--- src/hw/rtl/wheel_pulse_speed_meter_top_assert.svh ---
// Assertion macros for the wheel pulse speed meter.
// Uses the clk and rst_n names of the including module.
`ifndef WHEEL_PULSE_SPEED_METER_TOP_ASSERT_SVH
`define WHEEL_PULSE_SPEED_METER_TOP_ASSERT_SVH
`ifndef SYNTH
`define WPSM_CHECK(lbl, expr) \
  lbl: assert property (@(posedge clk) disable iff (!rst_n) (expr)) \
    else $error("wpsm assertion failed");
`define WPSM_CHECK_NEXT(lbl, ante, cons) \
  lbl: assert property (@(posedge clk) disable iff (!rst_n) (ante) |=> (cons)) \
    else $error("wpsm assertion failed");
`else
`define WPSM_CHECK(lbl, expr)
`define WPSM_CHECK_NEXT(lbl, ante, cons)
`endif
`endif

--- src/hw/rtl/wpsm_pkg.sv ---
// Shared types and constants of the wheel pulse speed meter.
// No dependencies.
package wpsm_pkg;

  localparam logic [1:0] OP_OVF  = 2'd0;
  localparam logic [1:0] OP_CAP  = 2'd1;
  localparam logic [1:0] OP_TICK = 2'd2;
  localparam logic [1:0] OP_CLR  = 2'd3;

  localparam logic [2:0] REG_MIN_IV = 3'd0;
  localparam logic [2:0] REG_MAX_IV = 3'd1;
  localparam logic [2:0] REG_NUM    = 3'd2;
  localparam logic [2:0] REG_WGT    = 3'd3;
  localparam logic [2:0] REG_AF     = 3'd4;
  localparam logic [2:0] REG_STOP   = 3'd5;

  localparam logic [23:0] RST_MIN_IV = 24'd100;
  localparam logic [23:0] RST_MAX_IV = 24'd5000000;
  localparam logic [33:0] RST_NUM    = 34'd1440000000;
  localparam logic [8:0]  RST_WGT    = 9'd77;
  localparam logic [23:0] RST_AF     = 24'd2777778;
  localparam logic [15:0] RST_STOP   = 16'd200;

  localparam int DIV_DW = 40;
  localparam int DIV_VW = 24;

  typedef struct packed {
    logic busy;
    logic done;
  } dv_stat_t;

endpackage

--- src/hw/rtl/wpsm_if.sv ---
// Handshake channels of the wheel pulse speed meter: input, result, config.
// No dependencies.
interface wpsm_in_if;
  logic        valid;
  logic        ready;
  logic [1:0]  operation;
  logic [15:0] capture_value;
  logic        hold;
  modport source (output valid, operation, capture_value, hold, input ready);
  modport sink (input valid, operation, capture_value, hold, output ready);
endinterface

interface wpsm_out_if;
  logic               valid;
  logic               ready;
  logic [15:0]        speed;
  logic signed [23:0] acceleration;
  logic [15:0]        peak_speed;
  logic [22:0]        peak_accel;
  logic [31:0]        pulse_count;
  logic               riding;
  logic               accepted;
  modport source (output valid, speed, acceleration, peak_speed, peak_accel, pulse_count,
                  riding, accepted, input ready);
  modport sink (input valid, speed, acceleration, peak_speed, peak_accel, pulse_count,
                riding, accepted, output ready);
endinterface

interface wpsm_cfg_if;
  logic        valid;
  logic        ready;
  logic [2:0]  index;
  logic [33:0] data;
  modport source (output valid, index, data, input ready);
  modport sink (input valid, index, data, output ready);
endinterface

--- src/hw/rtl/wpsm_div.sv ---
// Bit-serial restoring divider, one quotient bit per cycle.
// Depends on wpsm_pkg.
module wpsm_div (
  input  logic                         clk,
  input  logic                         rst_n,
  input  logic                         start,
  input  logic [wpsm_pkg::DIV_DW-1:0]  dividend,
  input  logic [wpsm_pkg::DIV_VW-1:0]  divisor,
  output logic [wpsm_pkg::DIV_DW-1:0]  quotient,
  output wpsm_pkg::dv_stat_t           stat
);
  import wpsm_pkg::*;

  localparam int CW = $clog2(DIV_DW + 1);

  logic [CW-1:0]     cnt_r;
  logic              busy_r, done_r;
  logic [DIV_VW:0]   rem_r;
  logic [DIV_DW-1:0] quo_r;
  logic [DIV_VW-1:0] dvs_r;
  logic [DIV_VW:0]   sh;
  logic              ge;

  assign sh = {rem_r[DIV_VW-1:0], quo_r[DIV_DW-1]};
  assign ge = sh >= {1'b0, dvs_r};

  always_ff @(posedge clk) begin
    if (!rst_n) begin
      busy_r <= 1'b0;
      done_r <= 1'b0;
      cnt_r  <= '0;
    end else begin
      done_r <= 1'b0;
      if (start) begin
        busy_r <= 1'b1;
        cnt_r  <= CW'(DIV_DW);
      end else if (busy_r) begin
        cnt_r <= cnt_r - 1'b1;
        if (cnt_r == CW'(1)) begin
          busy_r <= 1'b0;
          done_r <= 1'b1;
        end
      end
    end
  end

  always_ff @(posedge clk) begin
    if (start) begin
      quo_r <= dividend;
      rem_r <= '0;
      dvs_r <= divisor;
    end else if (busy_r) begin
      rem_r <= ge ? sh - {1'b0, dvs_r} : sh;
      quo_r <= {quo_r[DIV_DW-2:0], ge};
    end
  end

  assign quotient  = quo_r;
  assign stat.busy = busy_r;
  assign stat.done = done_r;
endmodule

--- src/hw/rtl/wpsm_median.sv ---
// Median of the interval ring, one candidate ranked per cycle.
// No package dependency.
module wpsm_median #(
  parameter int N = 5,
  parameter int W = 24
) (
  input  logic         clk,
  input  logic         rst_n,
  input  logic         start,
  input  logic [W-1:0] ring [N],
  output logic [W-1:0] median,
  output logic         done
);
  localparam int IW = (N > 1) ? $clog2(N) : 1;
  localparam int RW = $clog2(N + 1);

  logic [IW-1:0] idx_r;
  logic          busy_r, done_r;
  logic [W-1:0]  med_r, cand;
  logic [N-1:0]  below;
  logic [RW-1:0] rank;

  assign cand = ring[idx_r];

  always_comb begin
    for (int j = 0; j < N; j++) begin
      below[j] = (ring[j] < cand) || ((ring[j] == cand) && (IW'(j) < idx_r));
    end
    rank = RW'($countones(below));
  end

  always_ff @(posedge clk) begin
    if (!rst_n) begin
      busy_r <= 1'b0;
      done_r <= 1'b0;
      idx_r  <= '0;
    end else begin
      done_r <= 1'b0;
      if (start) begin
        busy_r <= 1'b1;
        idx_r  <= '0;
      end else if (busy_r) begin
        if (idx_r == IW'(N - 1)) begin
          busy_r <= 1'b0;
          done_r <= 1'b1;
        end else begin
          idx_r <= idx_r + 1'b1;
        end
      end
    end
  end

  always_ff @(posedge clk) begin
    if (busy_r && rank == RW'(N / 2)) begin
      med_r <= cand;
    end
  end

  assign median = med_r;
  assign done   = done_r;
endmodule

--- src/hw/rtl/wheel_pulse_speed_meter_top.sv ---
// Wheel pulse speed meter: overflow, tick, clear and held items go via S_EXEC and S_DONE to
// the result register; an accepted capture uses the 40-step bit-serial divider for speed
// and, if the ring is full and its median > 100, for acceleration. One item is in work at a time;
// the next is taken while a finished result waits in the output register.
// Synchronous active-low reset (rst_n) restores register defaults and zeroes architectural state.
module wheel_pulse_speed_meter_top #(
  parameter int MEDIAN_SIZE = 5,
  parameter int TIMER_WIDTH = 16
) (
  input logic        clk,
  input logic        rst_n,
  wpsm_in_if.sink    in_ch,
  wpsm_out_if.source out_ch,
  wpsm_cfg_if.sink   cfg_ch
);
  import wpsm_pkg::*;

  localparam int PW = (MEDIAN_SIZE > 1) ? $clog2(MEDIAN_SIZE) : 1;
  localparam logic [15:0] CAP_MASK =
    (TIMER_WIDTH >= 16) ? 16'hFFFF : 16'((32'd1 << TIMER_WIDTH) - 1);

  // sequencer codes
  localparam logic [3:0] S_IDLE  = 4'd0;
  localparam logic [3:0] S_EXEC  = 4'd1;
  localparam logic [3:0] S_OD    = 4'd2;
  localparam logic [3:0] S_SPAN  = 4'd3;
  localparam logic [3:0] S_CHK   = 4'd4;
  localparam logic [3:0] S_MED   = 4'd5;
  localparam logic [3:0] S_MEDW  = 4'd6;
  localparam logic [3:0] S_USED  = 4'd7;
  localparam logic [3:0] S_DIV1  = 4'd8;
  localparam logic [3:0] S_EWMA1 = 4'd9;
  localparam logic [3:0] S_EWMA2 = 4'd10;
  localparam logic [3:0] S_PEAK  = 4'd11;
  localparam logic [3:0] S_MUL   = 4'd12;
  localparam logic [3:0] S_DIV2  = 4'd13;
  localparam logic [3:0] S_DONE  = 4'd14;

  // configuration registers
  logic [23:0] min_r, max_r, af_r;
  logic [33:0] num_r;
  logic [8:0]  wgt_r;
  logic [15:0] stop_r;

  // measurement state
  logic [3:0]         state_r;
  logic [1:0]         op_r;
  logic [15:0]        cap_r, last_cap_r, prev_cap_r;
  logic               hold_r;
  logic [31:0]        oc_r, oal_r, od_r;
  logic               od_big_r;
  logic signed [65:0] span_r;
  logic [23:0]        ring_r [MEDIAN_SIZE];
  logic [PW-1:0]      pos_r;
  logic               full_r;
  logic [23:0]        interval_r, used_r;
  logic [31:0]        pulses_r;
  logic [15:0]        smooth_r, prev_r, maxs_r, raw_r, dmag_r;
  logic               dneg_r;
  logic [24:0]        p1_r, p2_r;
  logic signed [23:0] accel_r;
  logic [22:0]        maxa_r;
  logic               active_r, acc_r;
  logic [15:0]        idle_r;

  // result register
  logic               ov_r;
  logic [15:0]        o_speed_r, o_peak_r;
  logic signed [23:0] o_accel_r;
  logic [22:0]        o_peaka_r;
  logic [31:0]        o_pulses_r;
  logic               o_riding_r, o_acc_r;

  // shared units
  logic              div_start, med_start, med_done;
  logic [DIV_DW-1:0] div_dividend, div_q;
  dv_stat_t          dv_stat;
  logic [23:0]       med_val;

  logic [15:0]        idle_inc;
  logic [8:0]         w_eff;
  logic [25:0]        ewma_sum;
  logic [39:0]        prod;
  logic signed [65:0] span_calc;
  logic               reject;

  assign in_ch.ready  = (state_r == S_IDLE);
  assign cfg_ch.ready = 1'b1;

  assign idle_inc  = 16'(idle_r + 16'd1);
  assign w_eff     = (wgt_r > 9'd256) ? 9'd256 : wgt_r;
  assign ewma_sum  = 26'(p1_r) + 26'(p2_r) + 26'd128;
  assign prod      = 40'(dmag_r) * 40'(af_r);
  assign span_calc = $signed({2'b00, 64'(od_r) << TIMER_WIDTH})
                   + $signed({50'd0, prev_cap_r ^ prev_cap_r ^ cap_r})
                   - $signed({50'd0, prev_cap_r});
  assign reject    = od_big_r || span_r < 0 || span_r < $signed({42'd0, min_r})
                  || span_r > $signed({42'd0, max_r});

  assign div_start    = (state_r == S_USED && used_r != '0) || state_r == S_MUL;
  assign div_dividend = (state_r == S_MUL) ? prod : {6'd0, num_r};
  assign med_start    = (state_r == S_MED) && full_r;

  wpsm_div u_div (
    .clk      (clk),
    .rst_n    (rst_n),
    .start    (div_start),
    .dividend (div_dividend),
    .divisor  (used_r),
    .quotient (div_q),
    .stat     (dv_stat)
  );

  wpsm_median #(.N(MEDIAN_SIZE), .W(24)) u_med (
    .clk    (clk),
    .rst_n  (rst_n),
    .start  (med_start),
    .ring   (ring_r),
    .median (med_val),
    .done   (med_done)
  );

  // configuration writes
  always_ff @(posedge clk) begin
    if (!rst_n) begin
      min_r  <= RST_MIN_IV;
      max_r  <= RST_MAX_IV;
      num_r  <= RST_NUM;
      wgt_r  <= RST_WGT;
      af_r   <= RST_AF;
      stop_r <= RST_STOP;
    end else if (cfg_ch.valid) begin
      case (cfg_ch.index)
        REG_MIN_IV: min_r  <= cfg_ch.data[23:0];
        REG_MAX_IV: max_r  <= cfg_ch.data[23:0];
        REG_NUM:    num_r  <= cfg_ch.data;
        REG_WGT:    wgt_r  <= cfg_ch.data[8:0];
        REG_AF:     af_r   <= cfg_ch.data[23:0];
        REG_STOP:   stop_r <= cfg_ch.data[15:0];
        default: ;
      endcase
    end
  end

  // ring storage, payload only; entries are read only once all have been rewritten
  always_ff @(posedge clk) begin
    if (state_r == S_CHK && !reject) begin
      ring_r[pos_r] <= span_r[23:0];
    end
  end

  // datapath scratch registers
  always_ff @(posedge clk) begin
    case (state_r)
      S_IDLE: begin
        op_r   <= in_ch.operation;
        cap_r  <= in_ch.capture_value & CAP_MASK;
        hold_r <= in_ch.hold;
      end
      S_OD: begin
        od_r       <= oc_r - oal_r;
        od_big_r   <= (oc_r - oal_r) > 32'h0100_0000;
        prev_cap_r <= last_cap_r;
      end
      S_SPAN:  span_r <= span_calc;
      S_CHK:   interval_r <= span_r[23:0];
      S_MED:   if (!full_r) used_r <= interval_r;
      S_MEDW:  if (med_done) used_r <= med_val;
      S_DIV1:  raw_r <= (div_q > 40'd65535) ? 16'hFFFF : div_q[15:0];
      S_EWMA1: begin
        p1_r <= 25'(w_eff) * 25'(raw_r);
        p2_r <= 25'(9'd256 - w_eff) * 25'(smooth_r);
      end
      S_PEAK: begin
        dneg_r <= smooth_r < prev_r;
        dmag_r <= (smooth_r < prev_r) ? prev_r - smooth_r : smooth_r - prev_r;
      end
      default: ;
    endcase
  end

  // sequencer and architectural state
  always_ff @(posedge clk) begin
    if (!rst_n) begin
      state_r    <= S_IDLE;
      oc_r       <= '0;
      oal_r      <= '0;
      last_cap_r <= '0;
      pos_r      <= '0;
      full_r     <= 1'b0;
      pulses_r   <= '0;
      smooth_r   <= '0;
      prev_r     <= '0;
      maxs_r     <= '0;
      accel_r    <= '0;
      maxa_r     <= '0;
      active_r   <= 1'b0;
      idle_r     <= '0;
      acc_r      <= 1'b0;
      ov_r       <= 1'b0;
    end else begin
      if (out_ch.ready) ov_r <= 1'b0;
      case (state_r)
        S_IDLE: begin
          acc_r <= 1'b0;
          if (in_ch.valid) state_r <= S_EXEC;
        end
        S_EXEC: begin
          state_r <= S_DONE;
          case (op_r)
            OP_OVF: oc_r <= oc_r + 32'd1;
            OP_CAP: if (!hold_r) state_r <= S_OD;
            OP_TICK: begin
              if (!hold_r && active_r) begin
                if (idle_inc >= stop_r) begin
                  // timeout: stop riding and forget the ring
                  active_r <= 1'b0;
                  smooth_r <= '0;
                  accel_r  <= '0;
                  prev_r   <= '0;
                  idle_r   <= '0;
                  pos_r    <= '0;
                  full_r   <= 1'b0;
                end else begin
                  idle_r <= idle_inc;
                end
              end
            end
            default: begin
              pulses_r <= '0;
              smooth_r <= '0;
              prev_r   <= '0;
              maxs_r   <= '0;
              accel_r  <= '0;
              maxa_r   <= '0;
              oc_r     <= '0;
              oal_r    <= '0;
              pos_r    <= '0;
              full_r   <= 1'b0;
            end
          endcase
        end
        S_OD: begin
          last_cap_r <= cap_r;
          oal_r      <= oc_r;
          state_r    <= S_SPAN;
        end
        S_SPAN: state_r <= S_CHK;
        S_CHK: begin
          if (reject) begin
            state_r <= S_DONE;
          end else begin
            if (pos_r == PW'(MEDIAN_SIZE - 1)) begin
              pos_r  <= '0;
              full_r <= 1'b1;
            end else begin
              pos_r <= pos_r + 1'b1;
            end
            pulses_r <= pulses_r + 32'd1;
            active_r <= 1'b1;
            idle_r   <= '0;
            acc_r    <= 1'b1;
            state_r  <= S_MED;
          end
        end
        S_MED:  state_r <= full_r ? S_MEDW : S_USED;
        S_MEDW: if (med_done) state_r <= S_USED;
        S_USED: begin
          if (used_r == '0) begin
            smooth_r <= '0;
            prev_r   <= '0;
            accel_r  <= '0;
            state_r  <= S_DONE;
          end else begin
            state_r <= S_DIV1;
          end
        end
        S_DIV1: begin
          if (dv_stat.done) begin
            if (pulses_r <= 32'd1 || !full_r) begin
              smooth_r <= (div_q > 40'd65535) ? 16'hFFFF : div_q[15:0];
              state_r  <= S_PEAK;
            end else begin
              state_r <= S_EWMA1;
            end
          end
        end
        S_EWMA1: state_r <= S_EWMA2;
        S_EWMA2: begin
          smooth_r <= ewma_sum[23:8];
          state_r  <= S_PEAK;
        end
        S_PEAK: begin
          if (smooth_r > maxs_r) maxs_r <= smooth_r;
          if (pulses_r > 32'd1 && full_r && used_r > 24'd100) begin
            state_r <= S_MUL;
          end else begin
            accel_r <= '0;
            prev_r  <= smooth_r;
            state_r <= S_DONE;
          end
        end
        S_MUL: state_r <= S_DIV2;
        S_DIV2: begin
          if (dv_stat.done) begin
            if (dneg_r) begin
              accel_r <= (div_q > 40'd8388608) ? -24'sd8388608 : -$signed(div_q[23:0]);
            end else begin
              accel_r <= (div_q > 40'd8388607) ? 24'sd8388607 : $signed(div_q[23:0]);
              if (div_q > 40'(maxa_r)) begin
                maxa_r <= (div_q > 40'd8388607) ? 23'h7FFFFF : div_q[22:0];
              end
            end
            prev_r  <= smooth_r;
            state_r <= S_DONE;
          end
        end
        S_DONE: begin
          if (!ov_r || out_ch.ready) begin
            ov_r    <= 1'b1;
            state_r <= S_IDLE;
          end
        end
        default: state_r <= S_IDLE;
      endcase
    end
  end

  // result payload, loaded as the item finishes
  always_ff @(posedge clk) begin
    if (state_r == S_DONE && (!ov_r || out_ch.ready)) begin
      o_speed_r  <= smooth_r;
      o_accel_r  <= accel_r;
      o_peak_r   <= maxs_r;
      o_peaka_r  <= maxa_r;
      o_pulses_r <= pulses_r;
      o_riding_r <= active_r;
      o_acc_r    <= acc_r;
    end
  end

  assign out_ch.valid        = ov_r;
  assign out_ch.speed        = o_speed_r;
  assign out_ch.acceleration = o_accel_r;
  assign out_ch.peak_speed   = o_peak_r;
  assign out_ch.peak_accel   = o_peaka_r;
  assign out_ch.pulse_count  = o_pulses_r;
  assign out_ch.riding       = o_riding_r;
  assign out_ch.accepted     = o_acc_r;

`include "wheel_pulse_speed_meter_top_assert.svh"

  `WPSM_CHECK_NEXT(a_accept_exec, in_ch.valid && in_ch.ready, state_r == S_EXEC)
  `WPSM_CHECK(a_div_idle_start, !div_start || !dv_stat.busy)
  `WPSM_CHECK(a_peak_covers, !out_ch.valid || out_ch.peak_speed >= out_ch.speed)
  `WPSM_CHECK(a_stopped_still, !out_ch.valid || out_ch.riding || out_ch.speed == 16'd0)
endmodule

--- src/flat_wrapper.sv ---
// flat-port wrapper written by rule: the top's interface ports become plain ports
module wheel_pulse_speed_meter_top_flat import wpsm_pkg::*;
#(
  parameter int MEDIAN_SIZE = 5,
  parameter int TIMER_WIDTH = 16
)
  (clk, rst_n, in_ch_valid, in_ch_operation, in_ch_capture_value, in_ch_hold, in_ch_ready, out_ch_valid, out_ch_speed, out_ch_acceleration, out_ch_peak_speed, out_ch_peak_accel, out_ch_pulse_count, out_ch_riding, out_ch_accepted, out_ch_ready, cfg_ch_valid, cfg_ch_index, cfg_ch_data, cfg_ch_ready);
  wpsm_in_if in_ch_i ();
  wpsm_out_if out_ch_i ();
  wpsm_cfg_if cfg_ch_i ();
  input logic clk;
  input logic rst_n;
  input wire logic [$bits(in_ch_i.valid)-1:0] in_ch_valid;
  input wire logic [$bits(in_ch_i.operation)-1:0] in_ch_operation;
  input wire logic [$bits(in_ch_i.capture_value)-1:0] in_ch_capture_value;
  input wire logic [$bits(in_ch_i.hold)-1:0] in_ch_hold;
  output wire logic [$bits(in_ch_i.ready)-1:0] in_ch_ready;
  output wire logic [$bits(out_ch_i.valid)-1:0] out_ch_valid;
  output wire logic [$bits(out_ch_i.speed)-1:0] out_ch_speed;
  output wire logic [$bits(out_ch_i.acceleration)-1:0] out_ch_acceleration;
  output wire logic [$bits(out_ch_i.peak_speed)-1:0] out_ch_peak_speed;
  output wire logic [$bits(out_ch_i.peak_accel)-1:0] out_ch_peak_accel;
  output wire logic [$bits(out_ch_i.pulse_count)-1:0] out_ch_pulse_count;
  output wire logic [$bits(out_ch_i.riding)-1:0] out_ch_riding;
  output wire logic [$bits(out_ch_i.accepted)-1:0] out_ch_accepted;
  input wire logic [$bits(out_ch_i.ready)-1:0] out_ch_ready;
  input wire logic [$bits(cfg_ch_i.valid)-1:0] cfg_ch_valid;
  input wire logic [$bits(cfg_ch_i.index)-1:0] cfg_ch_index;
  input wire logic [$bits(cfg_ch_i.data)-1:0] cfg_ch_data;
  output wire logic [$bits(cfg_ch_i.ready)-1:0] cfg_ch_ready;
  assign in_ch_i.valid = in_ch_valid;
  assign in_ch_i.operation = in_ch_operation;
  assign in_ch_i.capture_value = in_ch_capture_value;
  assign in_ch_i.hold = in_ch_hold;
  assign in_ch_ready = in_ch_i.ready;
  assign out_ch_valid = out_ch_i.valid;
  assign out_ch_speed = out_ch_i.speed;
  assign out_ch_acceleration = out_ch_i.acceleration;
  assign out_ch_peak_speed = out_ch_i.peak_speed;
  assign out_ch_peak_accel = out_ch_i.peak_accel;
  assign out_ch_pulse_count = out_ch_i.pulse_count;
  assign out_ch_riding = out_ch_i.riding;
  assign out_ch_accepted = out_ch_i.accepted;
  assign out_ch_i.ready = out_ch_ready;
  assign cfg_ch_i.valid = cfg_ch_valid;
  assign cfg_ch_i.index = cfg_ch_index;
  assign cfg_ch_i.data = cfg_ch_data;
  assign cfg_ch_ready = cfg_ch_i.ready;
  wheel_pulse_speed_meter_top #(.MEDIAN_SIZE(MEDIAN_SIZE), .TIMER_WIDTH(TIMER_WIDTH)) u_core (.clk(clk), .rst_n(rst_n), .in_ch(in_ch_i), .out_ch(out_ch_i), .cfg_ch(cfg_ch_i));
endmodule
--- config.mk ---
export PLATFORM = sky130hd
export DESIGN_NAME = wheel_pulse_speed_meter_top_flat
export DESIGN_NICKNAME = d
export VERILOG_FILES = /design/src/hw/rtl/wpsm_pkg.sv /design/src/hw/rtl/wpsm_if.sv /design/src/hw/rtl/wpsm_div.sv /design/src/hw/rtl/wpsm_median.sv /design/src/hw/rtl/wheel_pulse_speed_meter_top.sv /design/src/flat_wrapper.sv
export VERILOG_INCLUDE_DIRS = /design/src /design/src/hw/rtl
export SDC_FILE = /design/constraint.sdc
export NUM_CORES = 2
export LEC_CHECK = 0
export BUFFER_PORTS_ARGS = -buffer_cell sky130_fd_sc_hd__buf_2
export CORE_UTILIZATION = 58
export DETAILED_ROUTE_END_ITERATION = 10
export GPL_ROUTABILITY_DRIVEN = 0
export PLACE_DENSITY = 0.8
export SLEW_MARGIN = 20
export SYNTH_ARGS = -nofsm -noshare
export SYNTH_HDL_FRONTEND = slang
export SYNTH_HIERARCHICAL = 1
export SYNTH_SLANG_ARGS = --single-unit
--- constraint.sdc ---
create_clock -name clk -period 8.8 [get_ports clk]
set_clock_uncertainty 0.1 [all_clocks]
set_input_delay 0.44 -clock clk [delete_from_list [all_inputs] [get_ports clk]]
set_output_delay 0.44 -clock clk [all_outputs]
set_load 0.03 [all_outputs]
Word level (Yosys, flattened, before mapping)
Index checks and enable logic that the tools add are counted.
{"block": "totals", "ff_bits": 986, "input_bits": 61, "out_inout_bits": 116, "wordCells": 339}
{"block": "op_classes", "addsub": 20, "mul": 3, "magnitude_cmp": 29, "n_eq_ne": 51, "muxes": 97, "bitwise": 9, "n_reduce_logical": 71}
{"operator": "$mux W24", "count": 14}
{"operator": "$mux W16", "count": 15}
{"operator": "$pmux W32 S2", "count": 3}
{"operator": "$pmux W16 S4", "count": 2}
{"operator": "$bwmux W120", "count": 1}
{"operator": "$eq A24 B24 Y1", "count": 5}
{"operator": "$lt A24 B24 Y1", "count": 5}
{"operator": "$mux W40", "count": 3}
{"operator": "$mux W23", "count": 5}
{"operator": "$pmux W16 S2", "count": 3}
{"operator": "$pmux W24 S2", "count": 2}
{"operator": "$pmux W24 S4", "count": 1}
{"operator": "$bmux W24 S3", "count": 1}
{"operator": "$demux W24 S3", "count": 1}
{"operator": "$gt A66 B25 Y1", "count": 1}
{"operator": "$lt A66 B1 Y1 const B", "count": 1}
{"operator": "$lt A66 B25 Y1", "count": 1}
{"operator": "$sub A66 B17 Y66", "count": 1}
{"operator": "$add A32 B1 Y32 const B", "count": 2}
{"operator": "$mux W32", "count": 2}
{"operator": "$pmux W4 S15", "count": 1}
{"operator": "$add A48 B16 Y49", "count": 1}
{"operator": "$pmux W23 S2", "count": 1}
{"operator": "$gt A40 B16 Y1 const B", "count": 1}
{"operator": "75 further kinds", "count": 207}

Depth between registers and ports, before layout
{"block": "logic_depth", "depth_word": 12, "depth_mapped": 32, "mapped_depth_nobuf": 28}

Cells and area by module
Netlist, hierarchy kept.
{"module": "wheel_pulse_speed_meter_top", "n_inst": 1, "cells_each": 6340, "area_per_inst_um2": 60744.5, "seq_area_each_um2": 21720.8}
{"module": "wpsm_div", "n_inst": 1, "cells_each": 524, "area_per_inst_um2": 5481.5, "seq_area_each_um2": 2562.5}
{"module": "wpsm_median", "n_inst": 1, "cells_each": 540, "area_per_inst_um2": 4737.0, "seq_area_each_um2": 820.8}

Least setup slack after synthesis
OpenSTA, ideal clock, no wires.
{"block": "synth_timing", "path_kind": "register -> register", "startpoint": "register u_core.state_r[2]", "endpoint": "register u_core.o_accel_r[0], in the netlist u_core/out_ch.acceleration[0] (enable)", "setup_time_ns": 0.723, "t_arrival_ns": 8.428, "path_slack_ns": -0.451, "stages_incl_launch_ff": 4, "path_buffers": 1, "path_cell_list": "dfxtp_1 clkbuf_1 nand2_1 nor3_1"}
{"block": "synth_between", "elab_chain_len": 2}
{"item": "from (decl)", "line": "wheel_pulse_speed_meter_top.sv:46", "rtl": "logic [3:0] state_r;"}
{"item": "from (signal assigned)", "line": "wheel_pulse_speed_meter_top.sv:266", "rtl": "S_MED: state_r <= full_r ? S_MEDW : S_USED;"}
{"item": "$eq A4 B4 Y1", "line": "wheel_pulse_speed_meter_top.sv:331", "rtl": "if (state_r == S_DONE && (!ov_r || out_ch.ready)) begin"}
{"item": "$logic_and A1 B1 Y1", "line": "wheel_pulse_speed_meter_top.sv:331"}
{"item": "to (signal assigned)", "line": "wheel_pulse_speed_meter_top.sv:333", "rtl": "o_accel_r <= accel_r;"}
{"item": "to (decl)", "line": "wheel_pulse_speed_meter_top.sv:69", "rtl": "logic signed [23:0] o_accel_r;"}
No other way between the ends.
A chain may end at the register's enable or synchronous reset.

Final worst setup path
{"block": "layout_timing", "startpoint": "register u_core.wgt_r[8]", "endpoint": "register u_core.p2_r[22], data pin"}
{"block": "layout_between", "elab_chain_len": 4}
{"item": "from (decl)", "line": "wheel_pulse_speed_meter_top.sv:42", "rtl": "logic [8:0] wgt_r;"}
{"item": "from (signal assigned)", "line": "wheel_pulse_speed_meter_top.sv:137", "rtl": "REG_WGT: wgt_r <= cfg_ch.data[8:0];"}
{"item": "$gt A9 B9 Y1", "line": "wheel_pulse_speed_meter_top.sv:91", "rtl": "assign w_eff = (wgt_r > 9'd256) ? 9'd256 : wgt_r;"}
{"item": "$mux W9 (*)", "line": "wheel_pulse_speed_meter_top.sv:91"}
{"item": "$sub A9 B9 Y10 (*)", "line": "wheel_pulse_speed_meter_top.sv:172", "rtl": "p2_r <= 25'(9'd256 - w_eff) * 25'(smooth_r);"}
{"item": "$mul A25 B16 Y24 (*)", "line": "wheel_pulse_speed_meter_top.sv:172"}
{"item": "to (signal assigned)", "line": "wheel_pulse_speed_meter_top.sv:172"}
{"item": "to (decl)", "line": "wheel_pulse_speed_meter_top.sv:60", "rtl": "logic [24:0] p1_r, p2_r;"}
Every way passes the cells marked *; elsewhere a longest branch is shown, timed or not.

==> qor.txt <==
# H-tree levels: 3
Pre-antenna DRT Iters: 10
Worst Tran Pin Value: 1.123 ns
Most frequent cells in the layout: nand2_1 (1068), inv_1 (903), ha_1 (603), edfxtp_1 (568), fa_1 (522)
Total number of vias: 55940
GRT Total Usage: 0.3166
Mapped cell area: 0.07096 mm2
Site Rows: 127
Sequential cell area: 0.02511 mm2
Initial core utilization: 0.5883
Layout area overhead: 9.064%
HP Class: input pin to flip-flop
Pre-CTS setup slack: 0.9538 ns
Hold wc startpoint: cfg_ch_data[13]
Worst flop-to-flop path startpoint: u_core/wgt_r[8]$_SDFFE_PN0P_
CORE AREA: 0.1206 mm2
1st-iter DRT viols: 6182
Most common cell after layout, fill and taps aside: nand2_1
Avg Cell Area, Syn: 9.585 um2
Initial antenna violation count: 4
Vias in the first global route: 55390
Die footprint: 0.1237 mm2
Dpl hpwl: 140600 um
Total setup buffers inserted after CTS: 0
Tmin final: 8.064 ns
Port Buf Inserts: 175
CTS clk-pin slew, worst paths: 0.06 ns
Final Setup Violations: 0
Status: completed
Synth Instances: 7403
Worst Path Required: 9.16 ns
Yosys warns: 6
Post-Route WL: 194600 um
Fill cells: 9275
Sw Share: 0.4248
P_sw: 9.558 mW
Crit end category: flip-flop
Fin crit share: 0.9163
CTS max path bufs: 3
Internal Power: 12.95 mW
Worst Setup SP: u_core/wgt_r[8]$_SDFFE_PN0P_
Layout cell share with drive strength beyond 1: 0.07844
Worst setup SP type: flip-flop
Max Fclk: 124.0 MHz
Final antenna-violating net count: 0
Die X: 351.8 um
Max_cap viols: 0
Logic pwr share: 0.533
P_leak: 32.83 nW
Multi-input gate area: 0.04130 mm2
Fin. Hold Viols: 0
Worst IR Drop VDD: 0.4735 mV
Clock share of power: 0.201
CTS tree: yes
Worst setup path class: flip-flop to flip-flop
Num CTS Buffers: 102
CP Max Fanout: 21
Top Ports: 177
Pwr/cell area: 290.8 mW/mm2
Worst EP arrival: 8.42 ns
Clk root buf: clkbuf_16
CTS resizes: 0
Total Neg Setup Slack: 0 ns
Final layout net count: 8683
Relative slew slack: 0.2513
Clock sinks: 970
First-pass GRT wire length: 305900 um
GRT Residual Overflow: 0
Vias/cell: 6.079
Drt wl/cell: 21.15 um
RSZ-0062 raised after global routing: no
Later-pin clock latency in the skew report: 0.73 ns
Sequential share of power: 0.266
Final setup margin: 0.7362 ns
Chip Height: 351.8 um
Slew Limit Fails: 0
Largest net degree at the start of global routing: 98
# DRC: 0
power by group through the flow:
| stage | clock network, mW | logic [mW] | registers [mW] |
|---|---|---|---|
| after global placement | 0 | 11.2 | 6.04 |
| after global routing | 4.74 | 13.2 | 6.01 |
| final | 4.53 | 12.0 | 5.98 |
| after floorplan | 0 | 8.68 | 5.86 |
| after CTS | 4.57 | 11.7 | 5.96 |
| after detailed placement | 0 | 11.6 | 6.05 |
state kept, by name (all words and copies together) (netlist names), 32 cells and up:
register / count
u_core/u_div/quotient: 40
u_core/span_r: 50
u_core/od_r: 32
u_core/pulses_r: 32
u_core/out_ch.pulse_count: 32
u_core/oal_r: 32
u_core/ring_r: 120
u_core/oc_r: 32
u_core/num_r: 34
worst max-delay path, cell delays in order, from the launching register on:
cell and delay [ns]:
dfxtp_1 0.38, buf_4 0.25, nor2b_2 0.72, or3b_2 0.27, xor2_1 0.81, nand2_1 0.19
fa_1 0.54, fa_1 0.50, inv_1 0.05, fa_1 0.50, fa_1 0.55, inv_1 0.06
fa_1 0.53, inv_1 0.04, ha_1 0.20, or3_1 0.36, a2111o_1 0.32, a31oi_1 0.32
o211ai_1 0.16, a31oi_1 0.32, nor2b_1 0.08, o21ai_0 0.22, a21oi_1 0.14, xor2_1 0.16
per-layer routing:
metal | global-route usage | share of wire
met3 | 0.06978 | 0.10
met2 | 0.4977 | 0.46
met5 | 0 | 0.00011
met1 | 0.4229 | 0.40
met4 | 0.1337 | 0.044
final timing paths:
path,to,slack (ns),depth (start not counted)
min,u_core/num_r[13]$_SDFFE_PN1P_,0.06,3
max,u_core/p2_r[22]$_DFFE_PP_,0.74,23
max reg2reg,u_core/p2_r[22]$_DFFE_PP_,0.74,23
min reg2reg,u_core/prev_cap_r[13]$_DFFE_PP_,0.33,0
stage by stage:
step,hold slack (ns),power [mW],utilization,std cells,area (um2)
2_1_floorplan,0.3064,14.54,-,7417,71010
3_3_place_gp,0.3106,17.24,0.6080,8951,73330
3_5_place_dp,0.3182,17.61,0.6080,8951,73330
4_1_cts,0.001097,22.24,0.6413,9195,77340
5_1_grt,0.03525,23.97,0.6416,9198,77380
6_report,0.06423,22.50,0.6416,9202,77390
final cells by class:
| type | count | area share |
|---|---|---|
| well taps | 1612 | 0.02606 |
| repair buffers | 312 | 0.02647 |
| clock buffers | 137 | 0.03646 |
| diodes | 5 | 0.0001617 |
| multi-input cells | 5203 | 0.5337 |
| clock inverters | 55 | 0.008601 |
| flip-flops and latches | 970 | 0.3244 |
| inverters | 908 | 0.04414 |
timing repair:
item,in CTS,in global routing
hold buffers,52,0
setup endpoints to repair,0,0
hold endpoints to repair,118,0
(Power assumes the default switching activity.)
